--- src/hw/rtl/upd_pkg.sv ---
// Package for the URL percent decoder: state and result types, character
// codes and the per-byte decode functions. No dependencies.
`default_nettype none

package upd_pkg;

  localparam int HOST_PREFIX_LIMIT = 16;
  localparam int POS_W = $clog2(HOST_PREFIX_LIMIT + 2);
  localparam logic [POS_W-1:0] POS_LIMIT = POS_W'(HOST_PREFIX_LIMIT);
  localparam logic [POS_W-1:0] POS_FIRST = POS_W'(1);

  localparam logic [7:0] CH_PLUS  = 8'h2B;
  localparam logic [7:0] CH_PCT   = 8'h25;
  localparam logic [7:0] CH_SLASH = 8'h2F;
  localparam logic [7:0] CH_COLON = 8'h3A;
  localparam logic [7:0] CH_QMARK = 8'h3F;
  localparam logic [7:0] CH_HASH  = 8'h23;
  localparam logic [7:0] CH_SOH   = 8'h01;
  localparam logic [7:0] CH_SPACE = 8'h20;
  localparam logic [7:0] CH_NUL   = 8'h00;

  localparam logic [1:0] HELD_NONE  = 2'd0;
  localparam logic [1:0] HELD_PCT   = 2'd1;
  localparam logic [1:0] HELD_DIGIT = 2'd2;

  typedef struct packed {
    logic [1:0]       held_count;
    logic [7:0]       held_digit;
    logic             stopped;
    logic [POS_W-1:0] pos;
    logic [7:0]       prev;
  } upd_state_t;

  // Results of one input transaction, slot 0 delivered first.
  typedef struct packed {
    logic [1:0]      n;
    logic [2:0][7:0] bytes;
    logic            last;
  } upd_res_t;

  typedef struct packed {
    upd_state_t      st;
    logic [1:0]      n;
    logic [2:0][7:0] bytes;
  } upd_work_t;

  function automatic logic is_hex(logic [7:0] c);
    return (c >= 8'h30 && c <= 8'h39) || (c >= 8'h61 && c <= 8'h66) ||
           (c >= 8'h41 && c <= 8'h46);
  endfunction

  function automatic logic [3:0] hex_val(logic [7:0] c);
    logic [3:0] v;
    v = 4'd0;
    if (c >= 8'h30 && c <= 8'h39) v = c[3:0];
    else if (c >= 8'h61 && c <= 8'h66) v = 4'(c - 8'h57);
    else if (c >= 8'h41 && c <= 8'h46) v = 4'(c - 8'h37);
    return v;
  endfunction

  function automatic upd_work_t push(upd_work_t w, logic [7:0] c);
    upd_work_t r;
    r = w;
    if (w.n != 2'd3) begin
      r.bytes[w.n] = c;
      r.n = w.n + 2'd1;
    end
    return r;
  endfunction

  function automatic upd_work_t emit_decoded(upd_work_t w, logic [7:0] c, logic mode);
    upd_work_t r;
    logic [7:0] prev;
    logic [POS_W-1:0] pos;
    r = push(w, c);
    prev = w.st.prev;
    if (w.st.pos <= POS_LIMIT) r.st.pos = w.st.pos + POS_W'(1);
    pos = r.st.pos;
    r.st.prev = c;
    if (mode) begin
      if (c == CH_QMARK || c == CH_HASH || c == CH_SOH) begin
        r.st.stopped = 1'b1;
      end else if (c == CH_SLASH) begin
        if (pos == POS_FIRST || pos > POS_LIMIT ||
            (prev != CH_COLON && prev != CH_SLASH)) r.st.stopped = 1'b1;
      end
    end
    return r;
  endfunction

  function automatic upd_work_t fresh_byte(upd_work_t w, logic [7:0] b, logic mode);
    upd_work_t r;
    logic [7:0] c;
    r = w;
    c = b;
    if (mode && w.st.stopped) begin
      r = push(w, b);
    end else if (b == CH_PCT) begin
      r.st.held_count = HELD_PCT;
    end else begin
      if (b == CH_PLUS || b == CH_NUL) c = CH_SPACE;
      r = emit_decoded(w, c, mode);
    end
    return r;
  endfunction

  function automatic upd_work_t take_byte(upd_work_t w, logic [7:0] b, logic mode);
    upd_work_t r;
    logic [7:0] c;
    r = w;
    c = {hex_val(w.st.held_digit), hex_val(b)};
    if (c == CH_NUL) c = CH_SPACE;
    if (w.st.held_count == HELD_PCT) begin
      if (is_hex(b)) begin
        r.st.held_digit = b;
        r.st.held_count = HELD_DIGIT;
      end else begin
        r.st.held_count = HELD_NONE;
        r = emit_decoded(r, CH_PCT, mode);
        r = fresh_byte(r, b, mode);
      end
    end else if (w.st.held_count == HELD_DIGIT) begin
      r.st.held_count = HELD_NONE;
      if (is_hex(b)) begin
        r = emit_decoded(r, c, mode);
      end else begin
        r = emit_decoded(r, CH_PCT, mode);
        r = fresh_byte(r, w.st.held_digit, mode);
        r = fresh_byte(r, b, mode);
      end
    end else begin
      r.st.held_count = HELD_NONE;
      r = fresh_byte(r, b, mode);
    end
    return r;
  endfunction

endpackage

`default_nettype wire

--- src/hw/rtl/url_percent_decoder.sv ---
// URL percent decoder top level: configuration register, decode stage and
// result queue. Depends on upd_pkg, upd_decode and upd_outq.
//
// Usage: encoded URL bytes enter on the in_ stream, one byte per
// transaction, with in_tlast on the final byte of a string. Decoded bytes
// leave on the out_ stream; out_tlast marks the final byte of the string and
// out_tuser the last byte caused by one input transaction. An input byte
// produces zero to three output bytes.
// cfg_wr_en writes host_only_mode from cfg_wr_data. The user must write it
// only while the block is idle; the block itself does not enforce this.
// Throughput is one input byte per cycle while each byte yields at most one
// result and the receiver is ready; a byte with more results holds in_tready
// low until the single output register takes its last result from the queue.
// Synchronous reset clears the mode, per-string state, queue and output valid.
// When the receiver stalls, the output register holds its byte, the queue
// fills, and in_tready drops until the queue drains.
`default_nettype none

module url_percent_decoder (
  input  wire logic       clk,
  input  wire logic       rst_n,
  input  wire logic       in_tvalid,
  output logic            in_tready,
  input  wire logic [7:0] in_tdata,   // [7:0] in_byte
  input  wire logic       in_tlast,   // in_last
  output logic            out_tvalid,
  input  wire logic       out_tready,
  output logic [7:0]      out_tdata,  // [7:0] out_byte
  output logic            out_tlast,  // out_string_end
  output logic            out_tuser,  // out_run_end
  input  wire logic       cfg_wr_en,
  input  wire logic       cfg_wr_data // host_only_mode
);

  logic              mode_r;
  logic              accept;
  upd_pkg::upd_res_t res;

  assign accept = in_tvalid && in_tready;

  always_ff @(posedge clk) begin
    if (!rst_n) begin
      mode_r <= 1'b0;
    end else if (cfg_wr_en) begin
      mode_r <= cfg_wr_data;
    end
  end

  upd_decode u_decode (
    .clk     (clk),
    .rst_n   (rst_n),
    .accept  (accept),
    .in_byte (in_tdata),
    .in_last (in_tlast),
    .mode    (mode_r),
    .res     (res)
  );

  upd_outq u_outq (
    .clk            (clk),
    .rst_n          (rst_n),
    .push           (accept),
    .res            (res),
    .ready          (in_tready),
    .out_valid      (out_tvalid),
    .out_ready      (out_tready),
    .out_byte       (out_tdata),
    .out_string_end (out_tlast),
    .out_run_end    (out_tuser)
  );

endmodule

`default_nettype wire

--- src/hw/rtl/upd_decode.sv ---
// Decode stage: per-string state registers and the single-pass logic that
// turns one input byte into zero to three result bytes. Uses upd_pkg.
`default_nettype none

module upd_decode (
  input  wire logic            clk,
  input  wire logic            rst_n,
  input  wire logic            accept,
  input  wire logic [7:0]      in_byte,
  input  wire logic            in_last,
  input  wire logic            mode,
  output upd_pkg::upd_res_t    res
);

  upd_pkg::upd_state_t st_r;
  upd_pkg::upd_state_t st_nxt;
  upd_pkg::upd_work_t  w;
  logic [1:0]          flush_cnt;
  logic [7:0]          flush_digit;

  always_comb begin
    w.st    = st_r;
    w.n     = 2'd0;
    w.bytes = '0;
    w = upd_pkg::take_byte(w, in_byte, mode);
    flush_cnt   = w.st.held_count;
    flush_digit = w.st.held_digit;
    if (in_last) begin
      // End of string: anything still held goes out as literal text.
      if (flush_cnt != upd_pkg::HELD_NONE) begin
        w.st.held_count = upd_pkg::HELD_NONE;
        w = upd_pkg::emit_decoded(w, upd_pkg::CH_PCT, mode);
        if (flush_cnt == upd_pkg::HELD_DIGIT) w = upd_pkg::fresh_byte(w, flush_digit, mode);
      end
      w.st = '0;
    end
    st_nxt    = w.st;
    res.n     = w.n;
    res.bytes = w.bytes;
    res.last  = in_last;
  end

  always_ff @(posedge clk) begin
    if (!rst_n) begin
      st_r <= '0;
    end else if (accept) begin
      st_r <= st_nxt;
    end
  end

endmodule

`default_nettype wire

--- src/hw/rtl/upd_outq.sv ---
// Result queue: holds the up to three bytes of one transaction and feeds them
// one per cycle into the output register while it is not stalled. Uses upd_pkg.
`default_nettype none

module upd_outq (
  input  wire logic              clk,
  input  wire logic              rst_n,
  input  wire logic              push,
  input  wire upd_pkg::upd_res_t res,
  output logic                   ready,
  output logic                   out_valid,
  input  wire logic              out_ready,
  output logic [7:0]             out_byte,
  output logic                   out_string_end,
  output logic                   out_run_end
);

  logic [2:0][7:0] q_byte_r;
  logic [1:0]      q_cnt_r;
  logic            q_last_r;
  logic            ov_r;
  logic [7:0]      ob_r;
  logic            os_r;
  logic            or_r;
  logic            out_load;
  logic            pop_final;

  assign out_load  = (q_cnt_r != 2'd0) && (!ov_r || out_ready);
  assign pop_final = (q_cnt_r == 2'd1);
  // A new transaction may enter when the queue is empty or empties in this cycle.
  assign ready     = (q_cnt_r == 2'd0) || (pop_final && out_load);

  always_ff @(posedge clk) begin
    if (!rst_n) begin
      q_cnt_r <= 2'd0;
      ov_r    <= 1'b0;
    end else begin
      if (push && res.n != 2'd0) begin
        q_cnt_r <= res.n;
      end else if (out_load) begin
        q_cnt_r <= q_cnt_r - 2'd1;
      end
      if (out_load) begin
        ov_r <= 1'b1;
      end else if (out_ready) begin
        ov_r <= 1'b0;
      end
    end
  end

  always_ff @(posedge clk) begin
    if (push && res.n != 2'd0) begin
      q_byte_r <= res.bytes;
      q_last_r <= res.last;
    end else if (out_load) begin
      q_byte_r <= {8'h00, q_byte_r[2], q_byte_r[1]};
    end
    if (out_load) begin
      ob_r <= q_byte_r[0];
      or_r <= pop_final;
      os_r <= pop_final && q_last_r;
    end
  end

  assign out_valid      = ov_r;
  assign out_byte       = ob_r;
  assign out_string_end = os_r;
  assign out_run_end    = or_r;

endmodule

`default_nettype wire

--- config.mk ---
export PLATFORM = sky130hd
export DESIGN_NAME = url_percent_decoder
export DESIGN_NICKNAME = d
export VERILOG_FILES = /design/src/hw/rtl/upd_pkg.sv /design/src/hw/rtl/url_percent_decoder.sv /design/src/hw/rtl/upd_decode.sv /design/src/hw/rtl/upd_outq.sv
export SDC_FILE = /design/constraint.sdc
export NUM_CORES = 1
export LEC_CHECK = 0
export BUFFER_PORTS_ARGS = -buffer_cell sky130_fd_sc_hd__buf_2
export CORE_MARGIN = 2
export CORE_UTILIZATION = 38
export DETAILED_ROUTE_END_ITERATION = 8
export SYNTH_ARGS = -nofsm -noshare
export SYNTH_HDL_FRONTEND = slang
export SYNTH_SLANG_ARGS = --single-unit
--- constraint.sdc ---
create_clock -name clk -period 9 [get_ports clk]
set_input_delay 0.45 -clock clk [delete_from_list [all_inputs] [get_ports clk]]
set_output_delay 0.45 -clock clk [all_outputs]
set_load 0.03 [all_outputs]
# ---- Word-level counts from Yosys, hierarchy flattened
# Cells that the tools add are included.
dict set report op_classes {
  add_sub_neg 14
  mux 135
  shift 0
  n_bitwise 3
  div_mod_pow 0
  reduce_logical 55
  mul 0
  magnitude_cmp 29
  n_eq_ne 42
}
# cell count
set op_table {}
lappend op_table {{50-bit 2-to-1 mux} 8}
lappend op_table {{26-bit 2-to-1 mux} 15}
lappend op_table {{8-bit 2-to-1 mux} 33}
lappend op_table {{40-bit 2-to-1 mux} 5}
lappend op_table {{24-bit bitwise mux} 8}
lappend op_table {{8-bit by 6-bit equality test with 1-bit output (second input constant)} 21}
lappend op_table {{49-bit 2-to-1 mux} 3}
lappend op_table {{5-bit 2-to-1 mux} 20}
lappend op_table {{8-bit demux with 2-bit select} 5}
lappend op_table {{24-bit 2-to-1 mux} 2}
lappend op_table {{8-bit by 1-bit equality test with 1-bit output (second input constant)} 5}
lappend op_table {{8-bit by 7-bit >= comparator with 1-bit output (second input constant)} 4}
lappend op_table {{8-bit by 7-bit less-or-equal comparator with 1-bit output (second input constant)} 4}
lappend op_table {{8-bit logical NOT} 4}
lappend op_table {{8-bit by 6-bit inequality test with 1-bit output (second input constant)} 4}
lappend op_table {{4-bit 2-to-1 mux} 6}
lappend op_table {{1-bit logical OR} 23}
lappend op_table {{1-bit 2-to-1 mux} 22}
lappend op_table {{1-bit logical AND} 21}
lappend op_table {{5-bit by 1-bit adder with 5-bit output (second input constant)} 4}
lappend op_table {{5-bit less-or-equal comparator (second input constant)} 4}
lappend op_table {{8-bit by 6-bit >= comparator with 1-bit output (second input constant)} 2}
lappend op_table {{8-bit by 6-bit less-or-equal comparator with 1-bit output (second input constant)} 2}
lappend op_table {{4-bit by 3-bit subtractor with 4-bit output (second input constant)} 4}
lappend op_table {{17 further kinds} 49}
dict set report word_totals {
  elab_cells 293
  input_bits 15
  ramBits 0
  output_inout_bits 12
  mem_bits_ro 0
  memories 0
  ff_bits 63
  latchBits 0
}

# ---- Longest topological paths before layout
dict set report logic_depth {
  word_depth 60
  mapped_depth 19
  depth_no_buf 18
}

# ---- Modules after synthesis
# From an unflattened synthesis, not the netlist that was laid out.
dict set report hier_totals {
  cells_unflattened 715
  hier_area_um2 5612.9
}
# mod area_each_um2 instances cells_per_inst
set modules_own_cells {}
lappend modules_own_cells {upd_decode 4055.1 1 593}
lappend modules_own_cells {upd_outq 1515.2 1 118}
lappend modules_own_cells {url_percent_decoder 42.5 1 4}

# ---- Least setup slack after synthesis
# OpenSTA, ideal clock, no wires.
dict set report synth_timing {
  path_kind {reg2reg}
  startpoint {register u_decode.st_r[8] in the netlist's numbering}
  endpoint {register u_decode.st_r[13] in the netlist's numbering}
  path_stages_with_launch 19
  synth_period_minus_slack_ns 3.596
  arrival_time_ns 3.476
  n_path_buf 1
  setup_slack_ns 5.404
  setup_time_ns 0.121
  required_time_ns 8.879
  cell_sequence {dfxtp_1 clkinv_1 ha_1 or3b_4 nand2_1 xnor2_1 ha_1 a21oi_1 o21ba_2 clkbuf_1 inv_1 ha_1 nand2_1 o311ai_0 nand4_1 o311ai_2 nand3_1 o2111ai_1 nand2_1}
}
dict set report synth_between {
  elab_chain_cells 32
  word_cells_on_any_way 61
}
# item line
set synth_rtl {}
lappend synth_rtl {{from (decl)} upd_decode.sv:15} ;# upd_pkg::upd_state_t st_r;
lappend synth_rtl {{from (signal assigned)} upd_decode.sv:47} ;# st_r <= st_nxt;
lappend synth_rtl {{5-bit by 1-bit adder with 5-bit output or 5-bit less-or-equal comparator (tied branches)} upd_pkg.sv:77} ;# if (w.st.pos <= POS_LIMIT) r.st.pos = w.st.pos + POS_W'(1);
lappend synth_rtl {{5-bit 2-to-1 mux *} upd_pkg.sv:77}
lappend synth_rtl {{5-bit 2-to-1 mux} upd_pkg.sv:124} ;# if (is_hex(b)) begin
lappend synth_rtl {{5-bit 2-to-1 mux} upd_pkg.sv:122} ;# end else if (w.st.held_count == HELD_DIGIT) begin
lappend synth_rtl {{5-bit 2-to-1 mux} upd_pkg.sv:113} ;# if (w.st.held_count == HELD_PCT) begin
lappend synth_rtl {{5-bit by 1-bit adder with 5-bit output or 5-bit less-or-equal comparator (tied branches)} upd_pkg.sv:77}
lappend synth_rtl {{5-bit 2-to-1 mux} upd_pkg.sv:77}
lappend synth_rtl {{40-bit 2-to-1 mux} upd_pkg.sv:98} ;# end else if (b == CH_PCT) begin
lappend synth_rtl {{(+16 left out)} --}
lappend synth_rtl {{1-bit 2-to-1 mux} upd_pkg.sv:81} ;# if (c == CH_QMARK || c == CH_HASH || c == CH_SOH) begin
lappend synth_rtl {{1-bit 2-to-1 mux} upd_pkg.sv:80} ;# if (mode) begin
lappend synth_rtl {{40-bit 2-to-1 mux} upd_pkg.sv:98}
lappend synth_rtl {{50-bit 2-to-1 mux} upd_pkg.sv:96} ;# if (mode && w.st.stopped) begin
lappend synth_rtl {{50-bit 2-to-1 mux} upd_pkg.sv:124}
lappend synth_rtl {{50-bit 2-to-1 mux *} upd_pkg.sv:122}
lappend synth_rtl {{50-bit 2-to-1 mux *} upd_pkg.sv:113}
lappend synth_rtl {{50-bit 2-to-1 mux *} upd_decode.sv:28} ;# if (in_last) begin
# Mark *: on every way between the ends. The rest lies on a longest branch, timed or not. The select of a mux whose other input is x is not followed.
# A chain may end at the register's enable or synchronous reset.

# ---- Final worst setup path
dict set report layout_timing {
  startpoint {register u_decode.st_r[15] in the netlist's numbering}
  endpoint {register u_outq.q_byte_r[18] in the netlist's numbering, enable pin}
}
dict set report layout_between {
  elab_chain_cells 37
  word_cells_on_any_way 104
}
# item line
set layout_rtl {}
lappend layout_rtl {{8-bit by 6-bit equality test with 1-bit output or 8-bit logical NOT (tied branches)} upd_pkg.sv:101} ;# if (b == CH_PLUS || b == CH_NUL) c = CH_SPACE;
lappend layout_rtl {{1-bit logical OR} upd_pkg.sv:101}
lappend layout_rtl {{8-bit 2-to-1 mux} upd_pkg.sv:101}
lappend layout_rtl {{8-bit 2-to-1 mux} upd_pkg.sv:98}
lappend layout_rtl {{8-bit 2-to-1 mux} upd_pkg.sv:96}
lappend layout_rtl {{8-bit 2-to-1 mux} upd_pkg.sv:124}
lappend layout_rtl {{8-bit 2-to-1 mux} upd_pkg.sv:122}
lappend layout_rtl {{8-bit 2-to-1 mux} upd_pkg.sv:113}
lappend layout_rtl {{(+21 left out)} --}
lappend layout_rtl {{26-bit 2-to-1 mux} upd_pkg.sv:98}
lappend layout_rtl {{26-bit 2-to-1 mux} upd_pkg.sv:96}
lappend layout_rtl {{26-bit 2-to-1 mux} upd_decode.sv:33} ;# if (flush_cnt == upd_pkg::HELD_DIGIT) w = upd_pkg::fresh_byte(w, flush_digit, mode);
lappend layout_rtl {{26-bit 2-to-1 mux} upd_decode.sv:30} ;# if (flush_cnt != upd_pkg::HELD_NONE) begin
lappend layout_rtl {{50-bit 2-to-1 mux *} upd_decode.sv:28}
lappend layout_rtl {{2-bit nonzero test *} upd_outq.sv:52} ;# if (push && res.n != 2'd0) begin
lappend layout_rtl {{1-bit logical AND *} upd_outq.sv:52}
lappend layout_rtl {{2-bit nonzero test (no source line) *} --}
lappend layout_rtl {{to (signal assigned)} upd_outq.sv:53} ;# q_byte_r <= res.bytes;
lappend layout_rtl {{to (signal assigned)} upd_outq.sv:56} ;# q_byte_r <= {8'h00, q_byte_r[2], q_byte_r[1]};
lappend layout_rtl {{to (decl)} upd_outq.sv:18} ;# logic [2:0][7:0] q_byte_r;
# Marks and branches as above.

==> results.py <==
metrics = {
    "outcome": {
        "outcome": "completed",
    },
    "clock_tree": {
        "post_cts_resize_count": 0,
        "numCtsBuffers": 9,
        "clk-insertion-delay-late_ns": 0.34,
        "cts_root_buffer": "clkbuf_16",
        "h-tree-depth": 3,
        "clock_path_buffers": 2,
        "tritoncts": "yes",
        "clock-sinks": 63,
        "path_clk_slew_ns": 0.06,
        "post_cts_buffers": 0,
        "cts_hold_buf": 0,
    },
    "pwr": {
        "ir_drop_v": 0.0000886,
        "power_density_nw_per_um2": 224,
        "p_leak_uw": 0.00203,
    },
    "timing": {
        "finalSetupViolCount": 0,
        "tns_ns": 0,
        "hold_viol_final": 0,
        "finalCritPeriodShare_pct": 45.7,
        "final_max_slew_viol_count": 0,
        "max_freq_mhz": 243,
        "skew_ns": 0.00796,
        "max_slew_margin_pct": 20.0,
        "min_period_ns": 4.11,
        "rsz0062_at_grt": "no",
        "worstMarginPinSlew_ns": 1.19,
    },
    "synthesis": {
        "post_synth_inst_count": 629,
        "syn-cell-area_um2": 4990,
        "ys_seq_area_share_pct": 32.3,
        "synth_cell_type_count": 82,
        "syn-num-nets": 661,
        "ys.flop_type": "edfxtp_1",
        "synth-edff-count": 35,
        "yosysWarnings": 0,
        "netlist_top_cells_area": "edfxtp_1 (21%), dfxtp_1 (11%), a21oi_1 (6.4%), nor2_1 (5.0%), nand2_1 (4.3%)",
        "synth-async-reset-ratio_pct": 0,
        "ys_ff_latch": 63,
        "synth.largest_area_cell": "edfxtp_1",
        "syn_avg_cell_area_um2": 7.93,
        "netlist.area_leader.share_pct": 21.1,
    },
    "critical_path": {
        "worstPathArrival_ns": 4.08,
        "critPathKind": "reg2reg",
        "cp_max_fo": 32,
        "end_kind": "flop",
        "reg2reg_depth": 10,
        "critPathLaunchType": "flop",
        "r2r-start": "u_decode.st_r[15]$_SDFFE_PN0P_",
        "critPathLaunch": "u_decode.st_r[15]$_SDFFE_PN0P_",
        "critPathRequiredTime_ns": 8.97,
    },
    "detailed_routing": {
        "drc": 0,
        "via_per_inst": 6.29,
        "drt_first_iter_violations": 462,
        "avgRoutedWirePerCell_um": 20.3,
        "first_pass_iters": 6,
        "finalWirelength_mm": 16.4,
        "vias": 5075,
        "drtAntennaViolNets": 0,
    },
    "finish": {
        "nFillCells": 1310,
        "design_area_um2": 5490,
        "area_growth_pct": 10.1,
        "final_common_cell": "nor2_1",
        "final_cell_mix": "nor2_1 (66), a21oi_1 (64), nand2_1 (57)",
        "drive_above_1_share_pct": 10.4,
        "antenna_cells": 0,
        "nets": 662,
    },
    "min_path": {
        "hp-class": "in2reg",
        "hold_depth": 3,
        "min_from": "cfg_wr_data",
    },
    "floorplanning": {
        "die_y_um": 119,
        "dieArea_um2": 14100,
        "chipWidth_um": 119,
        "initial_utilization_pct": 39.2,
        "core_um2": 12700,
        "io_pins": 27,
        "rows": 41,
    },
    "grt": {
        "grt_antenna_before_repair": 0,
        "grt_pass1_vias": 4708,
        "grt_overflow": 0,
        "grt_usage_pct": 23.5,
        "grt_pass1_wl_mm": 26.1,
        "grt_max_degree": 33,
    },
    "placed_design": {
        "place_congestion": 0.948,
        "postPlaceCellArea_um2": 5200,
        "portBuffers": 26,
        "hpwlAfterDp_mm": 11.9,
    },
    "run": {
        "cap_violations": 0,
    },
}
layer usage:
metal	part of all wire, %	wire (µm)	track usage, %	vias up
li1	-	-	-	2383
met4	3.9	634	9.82	0
met5	0	0	0	-
met3	8.2	1340	5.41	52
met1	45	7310	32.7	2378
met2	43	7090	34.9	262
worst max-delay path, cell delays in order, from the launching register on:
cell and delay (ns):
dfxtp_1 0.53, inv_1 0.14, ha_1 0.25, and4bb_1 0.23, a2111oi_0 0.41, a41oi_1 0.31, o21ai_0 0.53, o221ai_2 0.26
a31oi_2 0.20, buf_4 0.32, or2_2 0.54
layout make-up:
cell class	count	area (µm²)	area share [%]
multi-input combinational	491	3070	56.0
sequential	63	1610	29.3
clock buffer	9	225	4.10
tap	172	215	3.92
timing repair buffer	31	168	3.05
inverter	34	128	2.32
clock inverter	7	71.3	1.30
power breakdown:
part | internal, µW | total, µW | switching (µW)
clock | 214 | 351 | 137
sequential | 442 | 468 | 26.7
combinational | 129 | 408 | 280
state kept, by name, indices dropped and copies added (netlist names):
| signal | count |
|---|---|
| u_outq.out_run_end | 1 |
| u_outq.q_last_r | 1 |
| mode_r | 1 |
| u_outq.out_valid | 1 |
| u_outq.q_byte_r | 24 |
| u_outq.out_byte | 8 |
| u_outq.out_string_end | 1 |
| u_decode.st_r | 24 |
| u_outq.q_cnt_r | 2 |
path summary, 6_finish.rpt:
path	endpoint	slack, ns
max reg2reg	u_outq.q_byte_r[18]$_SDFFCE_PN0P_	4.89
max	u_outq.q_byte_r[18]$_SDFFCE_PN0P_	4.89
min	mode_r$_SDFFE_PN0P_	0.35
min reg2reg	u_outq.out_byte[5]$_DFFE_PP_	0.41
cell families after synthesis:
group | count (synthesis) | share of synthesized area (%)
flops | 63 | 32.3
buf+inv | 75 | 6.07
mux | 5 | 1.03
compound gates | 234 | 32.1
fa+ha+maj | 17 | 4.26
simple gates | 221 | 21.8
xor+xnor | 14 | 2.46
synthesized netlist by cell type, types with 3 or more instances:
master     number
buf_2           7
nand4_1         8
o211ai_1        7
inv_1          32
o31ai_1         3
xnor2_1         9
a31oi_1        10
a211oi_1        7
a41oi_1         3
edfxtp_1       35
o2111ai_1       3
o221ai_1        4
a21oi_1        64
dfxtp_1        28
nand2_1        57
nor2b_1         6
a2111oi_0       3
nor2_1         66
mux2i_1         4
and3_1          6
a21o_1          6
and2_1          9
o21ai_1         3
o22ai_1        14
nor3_1         24
o21bai_1        3
nand3_1         9
clkbuf_1       31
or3_1           3
a22oi_1        14
nor4_1          6
a22o_1          7
a221oi_1        3
ha_1           17
a211o_1         5
o21ai_0        37
xor2_1          5
nor3b_1         5
o21a_1          6
nand2b_1        5
through the flow:
stage                     utilization, %  std cells  worst slack [ns]  hold slack, ns  total power [µW]
after floorplan                        -        629              5.40           0.400               771
after global routing                43.2        807              4.30           0.398              1290
after detailed placement            40.8        791              4.84           0.405               880
after global placement              40.8        791              4.84           0.404               871
final                               43.2        807              4.89           0.350              1230
after CTS                           43.2        807              4.88           0.350              1230
No activity file was read; power rests on OpenSTA's default activity.
